### config.mk
export PLATFORM = sky130hd
export DESIGN_NAME = relay_toggle_delay_queue_unit_flat
export DESIGN_NICKNAME = d
export VERILOG_FILES = /design/src/sv/rtdq_pkg.sv /design/src/sv/rtdq_item_if.sv /design/src/sv/rtdq_result_if.sv /design/src/sv/rtdq_cfg_if.sv /design/src/sv/rtdq_ram.sv /design/src/sv/rtdq_ctrl.sv /design/src/sv/rtdq_dp.sv /design/src/sv/relay_toggle_delay_queue_unit.sv /design/src/flat_wrapper.sv
export SDC_FILE = /design/constraint.sdc
export NUM_CORES = 1
export LEC_CHECK = 0
export ABC_AREA = 1
export BUFFER_PORTS_ARGS = -buffer_cell sky130_fd_sc_hd__buf_2
export CORE_ASPECT_RATIO = 1.75
export CORE_MARGIN = 4
export CORE_UTILIZATION = 50
export CTS_BUF_LIST = sky130_fd_sc_hd__clkbuf_2
export DETAILED_ROUTE_END_ITERATION = 12
export PLACE_DENSITY = 0.71
export SYNTH_ARGS = -nofsm -noshare
export SYNTH_HDL_FRONTEND = slang
export SYNTH_SLANG_ARGS = --single-unit
### constraint.sdc
create_clock -name clk -period 10.14 [get_ports clk]
set_input_delay 1.521 -clock clk [delete_from_list [all_inputs] [get_ports clk]]
set_output_delay 1.521 -clock clk [all_outputs]
set_load 0.03 [all_outputs]
### src/sv/rtdq_pkg.sv
// ----------------------------------------------------------------------------
// rtdq_pkg
// Shared sizes, codes and controller/datapath link types for the relay
// toggle delay queue.
// ----------------------------------------------------------------------------
package rtdq_pkg;

	// Queue geometry
	localparam int QUEUE_DEPTH = 16;
	localparam int PTR_W       = $clog2(QUEUE_DEPTH);
	localparam int CNT_W       = $clog2(QUEUE_DEPTH + 1);
	localparam int AMT_W       = 32;

	// Configuration port
	localparam int CFG_IDX_W = 4;
	localparam logic [CFG_IDX_W-1:0] CFG_DRIVE_MODE    = CFG_IDX_W'(0);
	localparam logic [CFG_IDX_W-1:0] CFG_INITIAL_VALUE = CFG_IDX_W'(1);

	// Item actions
	localparam logic ACT_TICK    = 1'b0;
	localparam logic ACT_ENQUEUE = 1'b1;

	// Drive modes
	localparam logic MODE_CONTINUOUS = 1'b0;
	localparam logic MODE_PUSH       = 1'b1;

	// Controller states
	typedef enum logic [3:0] {
		ST_IDLE = 4'b0001,
		ST_EXEC = 4'b0010,
		ST_HEAD = 4'b0100,
		ST_DONE = 4'b1000
	} ctrl_state_t;

	// Commands from controller to datapath
	typedef struct packed {
		logic accept;    // latch item, read head entry
		logic exec;      // apply tick or enqueue
		logic head_rd;   // re-read head entry after update
		logic load_out;  // move result into output register
	} ctrl_cmd_t;

	// Status from datapath to controller
	typedef struct packed {
		logic out_free;  // output register can take a result this cycle
	} dp_status_t;

endpackage

### src/sv/rtdq_item_if.sv
// ----------------------------------------------------------------------------
// rtdq_item_if
// Input channel: one tick or enqueue transaction.
// ----------------------------------------------------------------------------
interface rtdq_item_if import rtdq_pkg::*; ();
	logic             valid;
	logic             ready;
	logic             action;
	logic [AMT_W-1:0] amount;

	modport source (output valid, output action, output amount, input ready);
	modport sink   (input valid, input action, input amount, output ready);
endinterface

### src/sv/rtdq_result_if.sv
// ----------------------------------------------------------------------------
// rtdq_result_if
// Output channel: relay state after each item.
// ----------------------------------------------------------------------------
interface rtdq_result_if import rtdq_pkg::*; ();
	logic             valid;
	logic             ready;
	logic             relay_value;
	logic             drive_level;
	logic             push_pulse;
	logic [AMT_W-1:0] head_delay;
	logic [CNT_W-1:0] queue_count;
	logic             dropped;

	modport source (output valid, output relay_value, output drive_level,
		output push_pulse, output head_delay, output queue_count,
		output dropped, input ready);
	modport sink   (input valid, input relay_value, input drive_level,
		input push_pulse, input head_delay, input queue_count,
		input dropped, output ready);
endinterface

### src/sv/rtdq_cfg_if.sv
// ----------------------------------------------------------------------------
// rtdq_cfg_if
// Configuration write channel: register index and write data.
// ----------------------------------------------------------------------------
interface rtdq_cfg_if import rtdq_pkg::*; ();
	logic                 valid;
	logic                 ready;
	logic [CFG_IDX_W-1:0] index;
	logic                 data;

	modport source (output valid, output index, output data, input ready);
	modport sink   (input valid, input index, input data, output ready);
endinterface

### src/sv/rtdq_ram.sv
// ----------------------------------------------------------------------------
// rtdq_ram
// Generic single write port, single read port RAM with registered read.
// ----------------------------------------------------------------------------
module rtdq_ram #(
	parameter int WIDTH = 32,
	parameter int DEPTH = 16
) (
	input  logic                     clk,
	input  logic                     we,
	input  logic [$clog2(DEPTH)-1:0] waddr,
	input  logic [WIDTH-1:0]         wdata,
	input  logic                     re,
	input  logic [$clog2(DEPTH)-1:0] raddr,
	output logic [WIDTH-1:0]         rdata
);

	logic [WIDTH-1:0] mem_q [DEPTH];

	// Write and registered read
	always_ff @(posedge clk) begin
		if (we) begin
			mem_q[waddr] <= wdata;
		end
		if (re) begin
			rdata <= mem_q[raddr];
		end
	end

endmodule

### src/sv/rtdq_ctrl.sv
// ----------------------------------------------------------------------------
// rtdq_ctrl
// Sequencer: accept an item, apply it to the queue, re-read the head entry,
// then hand the result to the output register.
// ----------------------------------------------------------------------------
module rtdq_ctrl import rtdq_pkg::*; (
	input  logic       clk,
	input  logic       arst_n,
	input  logic       in_valid,
	output logic       in_ready,
	input  dp_status_t status,
	output ctrl_cmd_t  cmd
);

	ctrl_state_t state_q;
	ctrl_state_t state_nxt;

	// Next state
	always_comb begin
		state_nxt = state_q;
		case (state_q)
			ST_IDLE: begin
				if (in_valid) state_nxt = ST_EXEC;
			end
			ST_EXEC: state_nxt = ST_HEAD;
			ST_HEAD: state_nxt = ST_DONE;
			ST_DONE: begin
				if (status.out_free) state_nxt = ST_IDLE;
			end
			default: state_nxt = ST_IDLE;
		endcase
	end

	// Hold state
	always_ff @(posedge clk or negedge arst_n) begin
		if (!arst_n) begin
			state_q <= ST_IDLE;
		end else begin
			state_q <= state_nxt;
		end
	end

	// Decode commands
	assign in_ready     = (state_q == ST_IDLE);
	assign cmd.accept   = (state_q == ST_IDLE) && in_valid;
	assign cmd.exec     = (state_q == ST_EXEC);
	assign cmd.head_rd  = (state_q == ST_HEAD);
	assign cmd.load_out = (state_q == ST_DONE) && status.out_free;

endmodule

### src/sv/rtdq_dp.sv
// ----------------------------------------------------------------------------
// rtdq_dp
// Datapath: delay store, queue pointers, relay state, configuration
// registers and the output register.
// ----------------------------------------------------------------------------
module rtdq_dp import rtdq_pkg::*; (
	input  logic             clk,
	input  logic             arst_n,
	input  ctrl_cmd_t        cmd,
	output dp_status_t       status,
	input  logic             item_action,
	input  logic [AMT_W-1:0] item_amount,
	input  logic             cfg_we,
	input  logic [CFG_IDX_W-1:0] cfg_index,
	input  logic             cfg_data,
	output logic             out_valid,
	input  logic             out_ready,
	output logic             out_relay_value,
	output logic             out_drive_level,
	output logic             out_push_pulse,
	output logic [AMT_W-1:0] out_head_delay,
	output logic [CNT_W-1:0] out_queue_count,
	output logic             out_dropped
);

	logic             drive_mode_q;
	logic             action_q;
	logic [AMT_W-1:0] amount_q;
	logic [PTR_W-1:0] head_q;
	logic [PTR_W-1:0] tail_q;
	logic [CNT_W-1:0] count_q;
	logic             value_q;
	logic             pin_q;
	logic             pulse_q;
	logic             drop_q;
	logic             out_valid_q;

	logic             ram_we;
	logic [PTR_W-1:0] ram_waddr;
	logic [AMT_W-1:0] ram_wdata;
	logic [AMT_W-1:0] ram_rdata;

	logic             full;
	logic             nonempty;
	logic             do_enq;
	logic             do_reduce;
	logic             do_fire;
	logic [PTR_W-1:0] head_inc;
	logic [PTR_W-1:0] tail_inc;

	// Queue conditions for the item in flight
	assign full      = (count_q == CNT_W'(QUEUE_DEPTH));
	assign nonempty  = (count_q != '0);
	assign do_enq    = cmd.exec && (action_q == ACT_ENQUEUE) && !full;
	assign do_reduce = cmd.exec && (action_q == ACT_TICK) && nonempty &&
		(ram_rdata > amount_q);
	assign do_fire   = cmd.exec && (action_q == ACT_TICK) && nonempty &&
		!(ram_rdata > amount_q);

	// Wrap pointers at the queue depth
	assign head_inc = (head_q == PTR_W'(QUEUE_DEPTH - 1)) ? '0 : head_q + 1'b1;
	assign tail_inc = (tail_q == PTR_W'(QUEUE_DEPTH - 1)) ? '0 : tail_q + 1'b1;

	// Store port: write tail on enqueue, write reduced head on partial tick
	assign ram_we    = do_enq || do_reduce;
	assign ram_waddr = do_enq ? tail_q : head_q;
	assign ram_wdata = do_enq ? amount_q : (ram_rdata - amount_q);

	rtdq_ram #(
		.WIDTH (AMT_W),
		.DEPTH (QUEUE_DEPTH)
	) u_store (
		.clk   (clk),
		.we    (ram_we),
		.waddr (ram_waddr),
		.wdata (ram_wdata),
		.re    (cmd.accept || cmd.head_rd),
		.raddr (head_q),
		.rdata (ram_rdata)
	);

	// Latch the accepted item
	always_ff @(posedge clk) begin
		if (cmd.accept) begin
			action_q <= item_action;
			amount_q <= item_amount;
		end
	end

	// Per-item flags
	always_ff @(posedge clk) begin
		if (cmd.exec) begin
			pulse_q <= do_fire && (drive_mode_q == MODE_PUSH);
			drop_q  <= (action_q == ACT_ENQUEUE) && full;
		end
	end

	// Queue pointers, relay state and configuration
	always_ff @(posedge clk or negedge arst_n) begin
		if (!arst_n) begin
			drive_mode_q <= MODE_CONTINUOUS;
			head_q       <= '0;
			tail_q       <= '0;
			count_q      <= '0;
			value_q      <= 1'b0;
			pin_q        <= 1'b0;
		end else begin
			if (cfg_we && (cfg_index == CFG_DRIVE_MODE)) begin
				drive_mode_q <= cfg_data;
			end
			if (cfg_we && (cfg_index == CFG_INITIAL_VALUE)) begin
				value_q <= cfg_data;
				pin_q   <= cfg_data;
			end
			if (do_enq) begin
				tail_q  <= tail_inc;
				count_q <= count_q + 1'b1;
			end
			if (do_fire) begin
				head_q  <= head_inc;
				count_q <= count_q - 1'b1;
				value_q <= !value_q;
				pin_q   <= (drive_mode_q == MODE_CONTINUOUS) ? !value_q : 1'b0;
			end
		end
	end

	// Output register handshake
	assign status.out_free = !out_valid_q || out_ready;

	always_ff @(posedge clk or negedge arst_n) begin
		if (!arst_n) begin
			out_valid_q <= 1'b0;
		end else if (cmd.load_out) begin
			out_valid_q <= 1'b1;
		end else if (out_ready) begin
			out_valid_q <= 1'b0;
		end
	end

	// Output payload
	always_ff @(posedge clk) begin
		if (cmd.load_out) begin
			out_relay_value <= value_q;
			out_drive_level <= (drive_mode_q == MODE_CONTINUOUS) ? pin_q : 1'b0;
			out_push_pulse  <= pulse_q;
			out_head_delay  <= nonempty ? ram_rdata : '0;
			out_queue_count <= count_q;
			out_dropped     <= drop_q;
		end
	end

	assign out_valid = out_valid_q;

endmodule

### src/sv/relay_toggle_delay_queue_unit.sv
// ----------------------------------------------------------------------------
// relay_toggle_delay_queue_unit
// Relay sequencer with a queue of switch delays; one result per item.
// ----------------------------------------------------------------------------
// Each item passes through these steps from acceptance to a loaded result:
// the head entry is read from the delay store, the tick or enqueue is
// applied with at most one write, the new head entry is read back, and the
// result is registered once the output register can take it, which stalls
// while the previous result is still held. The single read and single write
// port of the delay store keep these steps apart. A new item is accepted as
// soon as the sequencer is idle, even while the last result still waits in
// the output register. Configuration writes are always taken and are meant for idle periods only.
module relay_toggle_delay_queue_unit import rtdq_pkg::*; (
	input logic           clk,
	input logic           arst_n,
	rtdq_item_if.sink     item,
	rtdq_result_if.source result,
	rtdq_cfg_if.sink      cfg
);

	ctrl_cmd_t  cmd;
	dp_status_t status;

	// Configuration always ready
	assign cfg.ready = 1'b1;

	rtdq_ctrl u_ctrl (
		.clk      (clk),
		.arst_n   (arst_n),
		.in_valid (item.valid),
		.in_ready (item.ready),
		.status   (status),
		.cmd      (cmd)
	);

	rtdq_dp u_dp (
		.clk             (clk),
		.arst_n          (arst_n),
		.cmd             (cmd),
		.status          (status),
		.item_action     (item.action),
		.item_amount     (item.amount),
		.cfg_we          (cfg.valid),
		.cfg_index       (cfg.index),
		.cfg_data        (cfg.data),
		.out_valid       (result.valid),
		.out_ready       (result.ready),
		.out_relay_value (result.relay_value),
		.out_drive_level (result.drive_level),
		.out_push_pulse  (result.push_pulse),
		.out_head_delay  (result.head_delay),
		.out_queue_count (result.queue_count),
		.out_dropped     (result.dropped)
	);

endmodule
### src/flat_wrapper.sv
// flat-port wrapper written by rule: the top's interface ports become plain ports
module relay_toggle_delay_queue_unit_flat import rtdq_pkg::*;
  (clk, arst_n, item_valid, item_action, item_amount, item_ready, result_valid, result_relay_value, result_drive_level, result_push_pulse, result_head_delay, result_queue_count, result_dropped, result_ready, cfg_valid, cfg_index, cfg_data, cfg_ready);
  rtdq_item_if item_i ();
  rtdq_result_if result_i ();
  rtdq_cfg_if cfg_i ();
  input logic clk;
  input logic arst_n;
  input wire logic [$bits(item_i.valid)-1:0] item_valid;
  input wire logic [$bits(item_i.action)-1:0] item_action;
  input wire logic [$bits(item_i.amount)-1:0] item_amount;
  output wire logic [$bits(item_i.ready)-1:0] item_ready;
  output wire logic [$bits(result_i.valid)-1:0] result_valid;
  output wire logic [$bits(result_i.relay_value)-1:0] result_relay_value;
  output wire logic [$bits(result_i.drive_level)-1:0] result_drive_level;
  output wire logic [$bits(result_i.push_pulse)-1:0] result_push_pulse;
  output wire logic [$bits(result_i.head_delay)-1:0] result_head_delay;
  output wire logic [$bits(result_i.queue_count)-1:0] result_queue_count;
  output wire logic [$bits(result_i.dropped)-1:0] result_dropped;
  input wire logic [$bits(result_i.ready)-1:0] result_ready;
  input wire logic [$bits(cfg_i.valid)-1:0] cfg_valid;
  input wire logic [$bits(cfg_i.index)-1:0] cfg_index;
  input wire logic [$bits(cfg_i.data)-1:0] cfg_data;
  output wire logic [$bits(cfg_i.ready)-1:0] cfg_ready;
  assign item_i.valid = item_valid;
  assign item_i.action = item_action;
  assign item_i.amount = item_amount;
  assign item_ready = item_i.ready;
  assign result_valid = result_i.valid;
  assign result_relay_value = result_i.relay_value;
  assign result_drive_level = result_i.drive_level;
  assign result_push_pulse = result_i.push_pulse;
  assign result_head_delay = result_i.head_delay;
  assign result_queue_count = result_i.queue_count;
  assign result_dropped = result_i.dropped;
  assign result_i.ready = result_ready;
  assign cfg_i.valid = cfg_valid;
  assign cfg_i.index = cfg_index;
  assign cfg_i.data = cfg_data;
  assign cfg_ready = cfg_i.ready;
  relay_toggle_delay_queue_unit u_core (.clk(clk), .arst_n(arst_n), .item(item_i), .result(result_i), .cfg(cfg_i));
endmodule
After elaboration in Yosys (flattened, before gate mapping)
Memories as Yosys holds them, arrays and structs flattened. A register that Yosys moved wholly into a read port is not among the register bits.
Index checks and enable logic that the tools add are counted.
{"block": "word_totals", "ff_bits": 97, "mem_bits_rw": 512, "in_bits": 43, "output_inout_bits": 44, "mem_count": 1}
{"block": "classes", "add_sub_neg": 5, "magnitude_cmp": 1, "n_eq_ne": 10, "muxes": 17, "n_bitwise": 1, "n_reduce_logical": 25}
{"memory": "u_core.u_dp.u_store.mem_q", "words": 16, "word_bits": 32, "read_ports": 1, "rd_clocked_by_memory_dff": 1, "wr": 1, "line": "rtdq_ram.sv:18", "text": "logic [WIDTH-1:0] mem_q [DEPTH];"}
{"cell": "greater-than comparator 32 bit", "count": 1}
{"cell": "two-way mux 32 bit", "count": 1}
{"cell": "subtractor 32 bit", "count": 1}
{"cell": "two-way mux 4 bit", "count": 5}
{"cell": "one-hot mux 4 bit (4 select lines)", "count": 1}
{"cell": "equality test 4 bit (second input constant)", "count": 3}
{"cell": "logical AND 1 bit", "count": 12}
{"cell": "two-way mux 5 bit", "count": 2}
{"cell": "adder 4 x 1 -> 4 bit (second input constant)", "count": 2}
{"cell": "equality test 4 x 1 -> 1 bit (second input constant)", "count": 2}
{"cell": "two-way mux 1 bit", "count": 8}
{"cell": "nonzero test 2 bit", "count": 3}
{"cell": "adder 5 x 1 -> 5 bit (second input constant)", "count": 1}
{"cell": "equality test 5 bit (second input constant)", "count": 1}
{"cell": "nonzero test 5 bit", "count": 1}
{"cell": "subtractor 5 x 1 -> 5 bit (second input constant)", "count": 1}
{"cell": "equality test 4 x 2 -> 1 bit (second input constant)", "count": 1}
{"cell": "equality test 4 x 3 -> 1 bit (second input constant)", "count": 1}
{"cell": "zero test 1 bit", "count": 4}
{"cell": "zero test 4 bit", "count": 1}
{"cell": "!= test 2 bit (second input constant)", "count": 2}
{"cell": "logical OR 1 bit", "count": 3}
{"cell": "AND reduction 2 bit", "count": 1}
{"cell": "inverter 1 bit", "count": 1}

Depth between registers and ports, before layout
Gate-level depths: netlist of the first run.
{"block": "logic_depth", "word_depth": 7, "ltp_mapped": 24, "mapped_depth_nobuf": 24}

Cells and area by module
A second synthesis of the first run with hierarchy kept.
{"block": "hier_totals", "cells_unflattened": 2938, "hier_area_um2": 29423.2}
{"mod": "rtdq_ram", "instances": 1, "cells_per_inst": 2120, "area_per_inst_um2": 23050.9}
{"mod": "rtdq_dp", "instances": 1, "cells_per_inst": 787, "area_per_inst_um2": 6139.6}
{"mod": "rtdq_ctrl", "instances": 1, "cells_per_inst": 29, "area_per_inst_um2": 221.5}
{"mod": "relay_toggle_delay_queue_unit", "instances": 1, "cells_per_inst": 2, "area_per_inst_um2": 11.3}

Worst setup path after synthesis of the first run
Ideal clock, no wire load.
{"block": "synth_timing", "path_kind": "input port to flip-flop", "startpoint": "in item_valid", "endpoint": "reg u_core.u_dp.u_store.rdata[0], read port of u_core.u_dp.u_store.mem_q (enable)", "arrival_time_ns": 3.863, "setup_slack_ns": 5.811, "cell_stages": 2, "path_buffers": 0, "path_cell_list": "inv_1 o21ai_0"}
{"block": "synth_via", "elab_chain_cells": 2}
{"item": "start, declared", "line": "flat_wrapper.sv:9", "text": "input wire logic [$bits(item_i.valid)-1:0] item_valid;"}
{"item": "logical AND 1 bit", "line": "rtdq_ctrl.sv:45", "text": "assign cmd.accept = (state_q == ST_IDLE) && in_valid;"}
{"item": "logical OR 1 bit", "line": "rtdq_dp.sv:77", "text": ".re (cmd.accept || cmd.head_rd),"}
{"item": "via u_core.u_dp.u_store.re", "line": "rtdq_ram.sv:13", "text": "input logic re,"}
{"item": "end, declared", "line": "rtdq_ram.sv:15", "text": "output logic [WIDTH-1:0] rdata"}
The timed path passes the listed nets, and every way through them passes these cells.
A chain may end at the register's enable or synchronous reset.

==> run summary, run 1 <==
The flow ran to the end, and the final reports show no timing, DRC or antenna violations. In the synthesized netlist, the cells that appear most often are sky130_fd_sc_hd__edfxtp_1, sky130_fd_sc_hd__nor2_1, sky130_fd_sc_hd__o21ai_0. The finished cells cover 29400 µm². Summing all placed instances gives a cell area of 28300 µm². The core region area came out at ~53000 µm².

The number of iterations in the first detailed-routing pass is 6. The cell with the most instances after synthesis is sky130_fd_sc_hd__edfxtp_1. The synthesized design spends more area on one cell type than any other, namely sky130_fd_sc_hd__edfxtp_1. The buffer type at the clock tree root is sky130_fd_sc_hd__clkbuf_2. Clock-pin slew was measured on the worst setup and hold paths at 0.11 ns.

The number of synthesized register bits is 641. After detailed routing, the number of remaining DRC violations is 0. IR analysis of the VDD net gives a maximum drop of 150 µV. The latest clock arrival within the worst-skew pair came out at 1.14 ns. In this run the vertical extent of the chip is approximately 320 µm.

The die outline area is 57900 µm². The maximum operating frequency is roughly 260 MHz. The total of cells resized after clock tree synthesis is 0. For this design, the slowest cell found on the critical path is sky130_fd_sc_hd__buf_4. The clock skew came out at between 0.08 and 0.09 ns. The final critical-path required period came out at between 3 and 4 ns. The number of hold-slack violations in the final timing report is 0. The number of warnings reported in the yosys synthesis log came out at 0. The number of pins exceeding their max-slew limit in the final report is 0. The longest clock path from root to sink contains 3 buffers.

The number of synthesized flops with an enable pin came out at just over 600. In this design, the stage delay of the slowest critical-path cell is 0.93 ns. The count of boundary I/O pins is 87.

The total number of nets in the final design is 2456. The total congestion overflow is 0. At the end of routability-driven placement, the weighted congestion stood at 0.860. The worst setup path is launched from a register. The average instance in the mapped netlist occupies roughly 12 µm².

The count of cell types in the netlist came out at 52. For this run, asynchronously set or reset flops after synthesis account for 3.28%. The die span in x is 184 µm. The max-cap check violation count came out at 0. The smallest setup slack after layout came out at 6.26 ns. The flip-flop cell with the highest count after synthesis is sky130_fd_sc_hd__edfxtp_1. The tightest slew margin relative to the limit came out at 15.5%. The synthesized instance count is 2220. Of the available clock period, the critical path in the final layout requires 38.2%.

The initial core utilization is 50.5%. The port buffer count came out at 85. The via count of the first global-routing pass came out at between 15000 and 20000. Once layout is complete, the utilization of the core stands at 55.0%. The placement row count came out at 112. In the routed layout, each cell is associated on average with a via count of slightly below 6. The highest fanout seen on the critical path is 116.

Setup repair after global routing left no endpoint under its margin. Buffers inserted to repair hold after CTS numbered 0. The total power is 8.66 mW.

The overall via count from detail_route came out at 18200. The DRC marker count from the first detailed-route iteration is about 1500. Compared with the post-synthesis result, the final layout area differs by 8.89%. The post-placement setup slack came out at 6.45 ns.

Entering global routing, the biggest net connects 136 pins. The all-layer global routing usage is 23.3%. The total clock sinks is between 600 and 700. The setup-violating endpoint count in the final report is 0. The worst hold slack across all endpoints came out at a little over 0.4 ns. The count of placed standard cells including taps came out at 2918. After routing, the total negative slack on setup checks comes to 0 ns. The share of synthesized area in the top cell type comes to 69.0%. The pin slew with the least headroom to its limit came out at ~1.3 ns. Walking the worst path, the cells encountered are buf_4 -> buf_4 -> o21ai_0 -> o221ai_1 -> nand3_1 -> nand3_1. The finished layout holds 3147 standard cells, fillers aside. The static leakage power is approximately 11 nW.

The data required time of the critical path came out at between 10 and 15 ns. STA classifies the critical path endpoint as a register. The synthesized netlist occupies a cell area of roughly 27000 µm². In the final layout, the share of cells above drive strength 1 is roughly 17%. TritonCTS built the clock tree. In this run the post-CTS setup repair buffer count came out at 0. STA puts the critical path data arrival time at 4.80 ns.

The power per unit of standard cell area is ~300 nW/µm². Buffers inserted during clock tree synthesis total 138. The number of filler instances in the final layout came out at 4494.

The class of the tightest hold or removal check is input pin to async pin. After legalization and detailed placement, the total HPWL measured around 43000 µm. The worst-case register-to-register setup slack is 6.26 ns. The sequential element share of the synthesized area came out at between 70% and 80%. The critical path is of the register to register type.

The number of nets handed over by synthesis was ~2300. The total routed wirelength came out at around 68000 µm. The H-tree was split into 4 levels. The number of antenna violations at the first check in global routing is 1.

By area the synthesized netlist is led by sky130_fd_sc_hd__edfxtp_1, sky130_fd_sc_hd__o21ai_0, sky130_fd_sc_hd__nor2_1. Dividing the detail-routed wire length by the instance count gives around 22 µm. The residual antenna-violating net count after detailed routing came out at 0.

The wire length of the first global-routing pass is 103000 µm.
[cell families after synthesis]
logic type	count (synthesis)	share of synthesized area [%]
fa+ha+maj	39	1.87
buf+inv	249	3.64
flops	641	71.0
mux	1	0.0371
simple gates	761	12.1
xor+xnor	11	0.357
compound gates	517	11.0
other cells	1	0.0139
[registers in the layout, summed over array words and instances (netlist names), 4 cells and up]
name,count
u_core.u_dp.u_store.mem_q,512
u_core.u_dp.amount_q,32
u_core.u_dp.out_head_delay,32
u_core.u_dp.u_store.rdata,32
u_core.u_dp.count_q,5
u_core.u_dp.out_queue_count,5
u_core.u_ctrl.state_q,4
u_core.u_dp.head_q,4
u_core.u_dp.tail_q,4
[power by group]
part	internal (mW)	total (mW)	switching [mW]
combinational	0.798	3.16	2.36
sequential	3.91	4.06	0.142
clock	0.504	1.44	0.941
[critical path: cells and delay by family (launching register included)]
family | cells | cell delay, ns
buffers and inverters | 2 | 1.75
DFF | 1 | 0.84
AOI/OAI and AO/OA | 2 | 0.57
and+or+nand+nor | 2 | 0.34
[path summary, 6_finish.rpt]
| path | end | cells past startpoint | start |
|---|---|---|---|
| hold / removal | u_core.u_ctrl.state_q[1] | 1 | arst_n |
| hold reg to reg | u_core.u_dp.out_push_pulse | 0 | u_core.u_dp.pulse_q |
| min in group clk | u_core.u_dp.out_push_pulse | 0 | u_core.u_dp.pulse_q |
| max in group asynchronous | u_core.u_dp.head_q[0] | 1 | arst_n |
| setup / recovery | u_core.u_dp.u_store.rdata[29] | 6 | u_core.u_dp.head_q[0] |
| setup reg to reg | u_core.u_dp.u_store.rdata[29] | 6 | u_core.u_dp.head_q[0] |
[metal layers]
layer	GRT usage, %	vias to the layer above	part of all wire, %
met5	0	-	0
met4	11.4	0	4.2
met3	3.45	171	6.6
met2	42.3	791	54
met1	26.5	8873	36
li1	-	8410	-
[layout by cell type (no fill, tap or decap), types with 2 or more instances in the layout]
master,instances
sky130_fd_sc_hd__o21ai_0,298
sky130_fd_sc_hd__xor2_1,7
sky130_fd_sc_hd__nor2_2,6
sky130_fd_sc_hd__o22ai_1,76
sky130_fd_sc_hd__buf_4,40
sky130_fd_sc_hd__nand2_1,267
sky130_fd_sc_hd__buf_2,85
sky130_fd_sc_hd__o211ai_1,11
sky130_fd_sc_hd__o21ai_1,16
sky130_fd_sc_hd__o221ai_1,53
sky130_fd_sc_hd__nand2_4,5
sky130_fd_sc_hd__inv_6,2
sky130_fd_sc_hd__dfrtp_4,2
sky130_fd_sc_hd__or2_1,2
sky130_fd_sc_hd__o21bai_1,5
sky130_fd_sc_hd__or2_2,6
sky130_fd_sc_hd__clkbuf_2,191
sky130_fd_sc_hd__nor2_4,25
sky130_fd_sc_hd__nand4_1,3
sky130_fd_sc_hd__inv_1,129
sky130_fd_sc_hd__inv_2,10
sky130_fd_sc_hd__nor2_1,306
sky130_fd_sc_hd__clkinv_2,7
sky130_fd_sc_hd__nand2_2,12
sky130_fd_sc_hd__dfrtp_1,17
sky130_fd_sc_hd__edfxtp_1,620
sky130_fd_sc_hd__nand3_1,106
sky130_fd_sc_hd__nand3_2,3
sky130_fd_sc_hd__fa_1,2
sky130_fd_sc_hd__ha_1,37
sky130_fd_sc_hd__xnor2_1,4
sky130_fd_sc_hd__nor4_1,4
sky130_fd_sc_hd__a21o_1,2
sky130_fd_sc_hd__o21a_1,5
sky130_fd_sc_hd__nand3b_1,4
sky130_fd_sc_hd__nor3_1,6
sky130_fd_sc_hd__a21oi_1,45
sky130_fd_sc_hd__clkinv_1,25
[final cells by class]
cell class	instances	area [µm²]	area share (%)
tap	684	856	2.91
clock inverter	37	150	0.511
inverter	138	532	1.81
antenna	1	2.50	0.00852
timing repair buffer	125	726	2.47
multi-input combinational	1330	6990	23.8
sequential	641	19200	65.2
clock buffer	191	956	3.26
(Power assumes the default switching activity.)
==> run 2, diff against run 1 <==
==> constraint.sdc (replaced) <==
create_clock -name clk -period 3.65 [get_ports clk]
set_input_delay 0.5475 -clock clk [delete_from_list [all_inputs] [get_ports clk]]
set_output_delay 0.5475 -clock clk [all_outputs]
set_load 0.03 [all_outputs]
==> run 2 against run 1 <==
Global-route usage up 1.6 points. First-iteration DRC count up 22%. Setup slack worse by 5.9 ns. Critical endpoint is now u_core.u_dp.count_q[4]. Worst hold slack worse by 0.27 ns. Sequential power rose to 2.7 times the previous value. Wire length up 5.8%. Register-to-register slack worse by 5.9 ns. Largest power group unchanged. Design area up 3.3%. Non-clock buffer count up 74.
==> run summary, run 2 (synthesis results as in run 1) <==
Result of the run: complete, no violations (unchanged). The post-placement setup slack came to 0.324 ns (was 6.45 ns). The maximum number of pins on one net before global-route repair came out at 131 (was 136). The final cycle utilization of the critical path came out at 91.3% (was 38.2%). The startpoint type of the worst setup path is a register (unchanged).

The number of iterations in the first detailed-routing pass came out at 7 (was 6). The number of pins exceeding their max-slew limit in the final report came out at 0 (unchanged). The buffer type at the clock tree root was sky130_fd_sc_hd__clkbuf_2 (unchanged). The via count of the first global-routing pass came out at 19100 (was 18600). The vertical die dimension is 315 µm (unchanged).

The count of placed standard cells including taps came out at 2949 (was 2918). The wire length of the first global-routing pass is 109000 µm (was 103000 µm). The final cell utilization of the core is 56.8% (was 55.0%).

The post-route non-filler standard cell count came out at 3224 (was 3147). Unrepaired setup endpoints after global routing: no (unchanged). The critical path class is register to register (unchanged). The number of hold-slack violations in the final timing report was 0 (unchanged). The register with the highest flop count is u_core.u_dp.u_store.mem_q (unchanged). Commonest non-fill, non-tap cells in the layout: sky130_fd_sc_hd__edfxtp_1, sky130_fd_sc_hd__nor2_1, sky130_fd_sc_hd__o21ai_0 (unchanged).

The overall via count from detail_route came out at 18700 (was 18200). The class of the tightest hold or removal check was input pin to register (was input pin to async pin). The DRC marker count from the first detailed-route iteration is 1781 (was 1465). The placer's final routability congestion estimate is 0.917 (was 0.860). The total clock sinks came out at 641 (unchanged). The delay of the slowest cell on the worst path came out at 0.43 ns (was 0.93 ns). The total CTS buffers is 139 (was 138). The endpoint of the worst setup timing path is u_core.u_dp.count_q[4] (was u_core.u_dp.u_store.rdata[29]). The power per unit of standard cell area is 799 nW/µm² (was 295 nW/µm²). The port buffer count came to 85 (unchanged). The total half-perimeter wirelength after legalization and detailed placement came out at 44700 µm (was 42900 µm). The count of boundary I/O pins came out at 87 (unchanged). The data arrival time of the critical path came out at 4.32 ns (was 4.80 ns). The sort of element at the end of the critical path is a register (unchanged).

The CTS tree is yes (unchanged). The routed via count divided by cell count is 5.81 (was 5.80). The latest clock arrival within the worst-skew pair is 1.12 ns (was 1.14 ns).

The final critical-path required period is 3.33 ns (was 3.88 ns). The clock-pin slew on the worst setup and hold paths was 0.12 ns (was 0.11 ns). The highest fanout seen on the critical path is 12 (was 116). The placement row count came out at 112 (unchanged). The summed negative setup slack over all endpoints is 0 ns (unchanged). The number of cells on the worst reg-to-reg path is 23 (was 6). The tightest slew margin relative to the limit is 18.2% (was 15.5%). The maximum operating frequency came to 300 MHz (was 258 MHz). The total number of nets in the final design is 2531 (was 2456). The buffer count from post-CTS setup fixing is 0 (unchanged). The smallest setup slack after layout came to 0.316 ns (was 6.26 ns). The total congestion overflow came to 0 (unchanged).

The number of flip-flops in the largest register came out at 512 (unchanged). The core region area is 53400 µm² (unchanged). The setup-violating endpoint count in the final report is 0 (unchanged). The clock skew is 0.0747 ns (was 0.0887 ns). The post-synthesis to final-layout area growth came out at 12.5% (was 8.89%). The die span in x was 184 µm (unchanged). The residual antenna-violating net count after detailed routing came out at 0 (unchanged). The most numerous cell type found on the critical path is sky130_fd_sc_hd__nand2_1. The number of antenna violations at the first check in global routing came to 2 (was 1).

The area of all placed cells without fillers came to 30300 µm² (was 29400 µm²). The initial core utilization came out at 50.5% (unchanged). The die outline area came out at 57900 µm² (unchanged). The detailed-route wire length per cell came to 22.4 µm (was 21.7 µm). The slowest cell on the critical path is sky130_fd_sc_hd__edfxtp_1 (was sky130_fd_sc_hd__buf_4). The static leakage power is 11.0 nW (was 10.6 nW). The worst-case vdd ir drop is 419 µV (was 150 µV). The first element of the critical path is u_core.u_dp.amount_q[0] (was u_core.u_dp.head_q[0]). The most common library cell in the layout ignoring fill and taps is sky130_fd_sc_hd__edfxtp_1 (unchanged). The launch instance of the worst register-to-register path is u_core.u_dp.amount_q[0] (was u_core.u_dp.head_q[0]).

The post-place instance area was 28800 µm² (was 28300 µm²). The worst-case register-to-register setup slack came to 0.32 ns (was 6.26 ns). The share of layout cells above drive strength 1 came out at 17.1% (was 16.5%). The all-layer global routing usage is 24.8% (was 23.3%). The post-route DRC violation count was 0 (unchanged). The H-tree depth is 4 (unchanged). The total routed wirelength came out at 72200 µm (was 68200 µm).

The data required time of the critical path came out at 4.63 ns (was 11.06 ns). Ordered cell list for the critical path: ha_1 -> fa_1 -> inv_1 -> nand3_1 -> nand2_1 -> nand2_1 -> nand2_2 -> nand2_1 -> nand2_2 -> nand2_2 -> nand2_4 -> nand2_4 -> nand2_8 -> inv_6 -> ha_1 -> nand2_1 -> nor2_1 -> a211oi_1 -> or2_2 -> nand2_1 -> nand2_1 -> nand2_1 -> inv_1 (was buf_4 -> buf_4 -> o21ai_0 -> o221ai_1 -> nand3_1 -> nand3_1). The max-cap check violation count came out at 0 (unchanged). The number of buffers on the longest clock path was 3 (unchanged). The endpoint of the lowest-slack register-to-register path is u_core.u_dp.count_q[4] (was u_core.u_dp.u_store.rdata[29]).

The pin slew with the least headroom to its limit came to 1.23 ns (was 1.26 ns).
-- run 2: critical path, delay by kind of cell (launching register included) --
family                     cells  cell delay (ns)
adders and majority gates      3             1.01
AOI/OAI and AO/OA              1             0.06
and+or+nand+nor               16             1.55
DFF                            1             0.43
buffers and inverters          3             0.17
-- run 2: layout make-up --
cell class,instances,area [µm²]
Antenna cell,1,2.50
Clock buffer,189,946
Clock inverter,42,215
Fill cell,4321,23000
Inverter,138,531
Multi-Input combinational cell,1330,6990
Sequential cell,641,19200
Tap cell,684,856
Timing Repair Buffer,199,1650
-- run 2: per-layer routing --
| layer | routed length (µm) | GRT usage, % | share of wire [%] | vias up |
|---|---|---|---|---|
| met5 | 13 | 0 | 0.018 | - |
| met4 | 4140 | 14.8 | 5.7 | 2 |
| met3 | 4770 | 3.86 | 6.6 | 220 |
| met2 | 37900 | 44.0 | 53 | 829 |
| met1 | 25300 | 28.0 | 35 | 9132 |
| li1 | - | - | - | 8533 |
-- run 2: through the flow --
| step | total power [mW] | hold WS, ns |
|---|---|---|
| 2_1_floorplan | 16.5 | 0.252 |
| 3_3_place_gp | 19.9 | 0.407 |
| 3_5_place_dp | 20.1 | 0.410 |
| 4_1_cts | 24.3 | 0.0247 |
| 5_1_grt | 25.6 | 0.0851 |
| 6_report | 24.3 | 0.145 |
-- run 2: power breakdown --
group          switching (mW)  total, mW  internal [mW]
combinational            6.55       8.95           2.40
sequential              0.279       11.1           10.9
clock                    2.63       4.16           1.53
total                    9.46       24.3           14.8
-- run 2: worst min-delay path by stage --
stage / start / end / slack [ns] / cells after the start
2_1_floorplan: arst_n / u_core.u_ctrl.state_q[1] / 0.25 / 0
3_3_place_gp: u_core.u_dp.drop_q / u_core.u_dp.out_dropped / 0.41 / 0
6_report: item_amount[18] / u_core.u_dp.amount_q[18] / 0.14 / 2
4_1_cts: item_amount[28] / u_core.u_dp.amount_q[28] / 0.02 / 2
3_5_place_dp: u_core.u_dp.drop_q / u_core.u_dp.out_dropped / 0.41 / 0
5_1_grt: item_amount[26] / u_core.u_dp.amount_q[26] / 0.09 / 2
-- run 2: what timing repair did --
item | CTS | global route
resized for setup | 0 | 0
hold buffers | 43 | 0
hold endpoints to repair | 71 | 0
setup endpoints to repair | 0 | 0
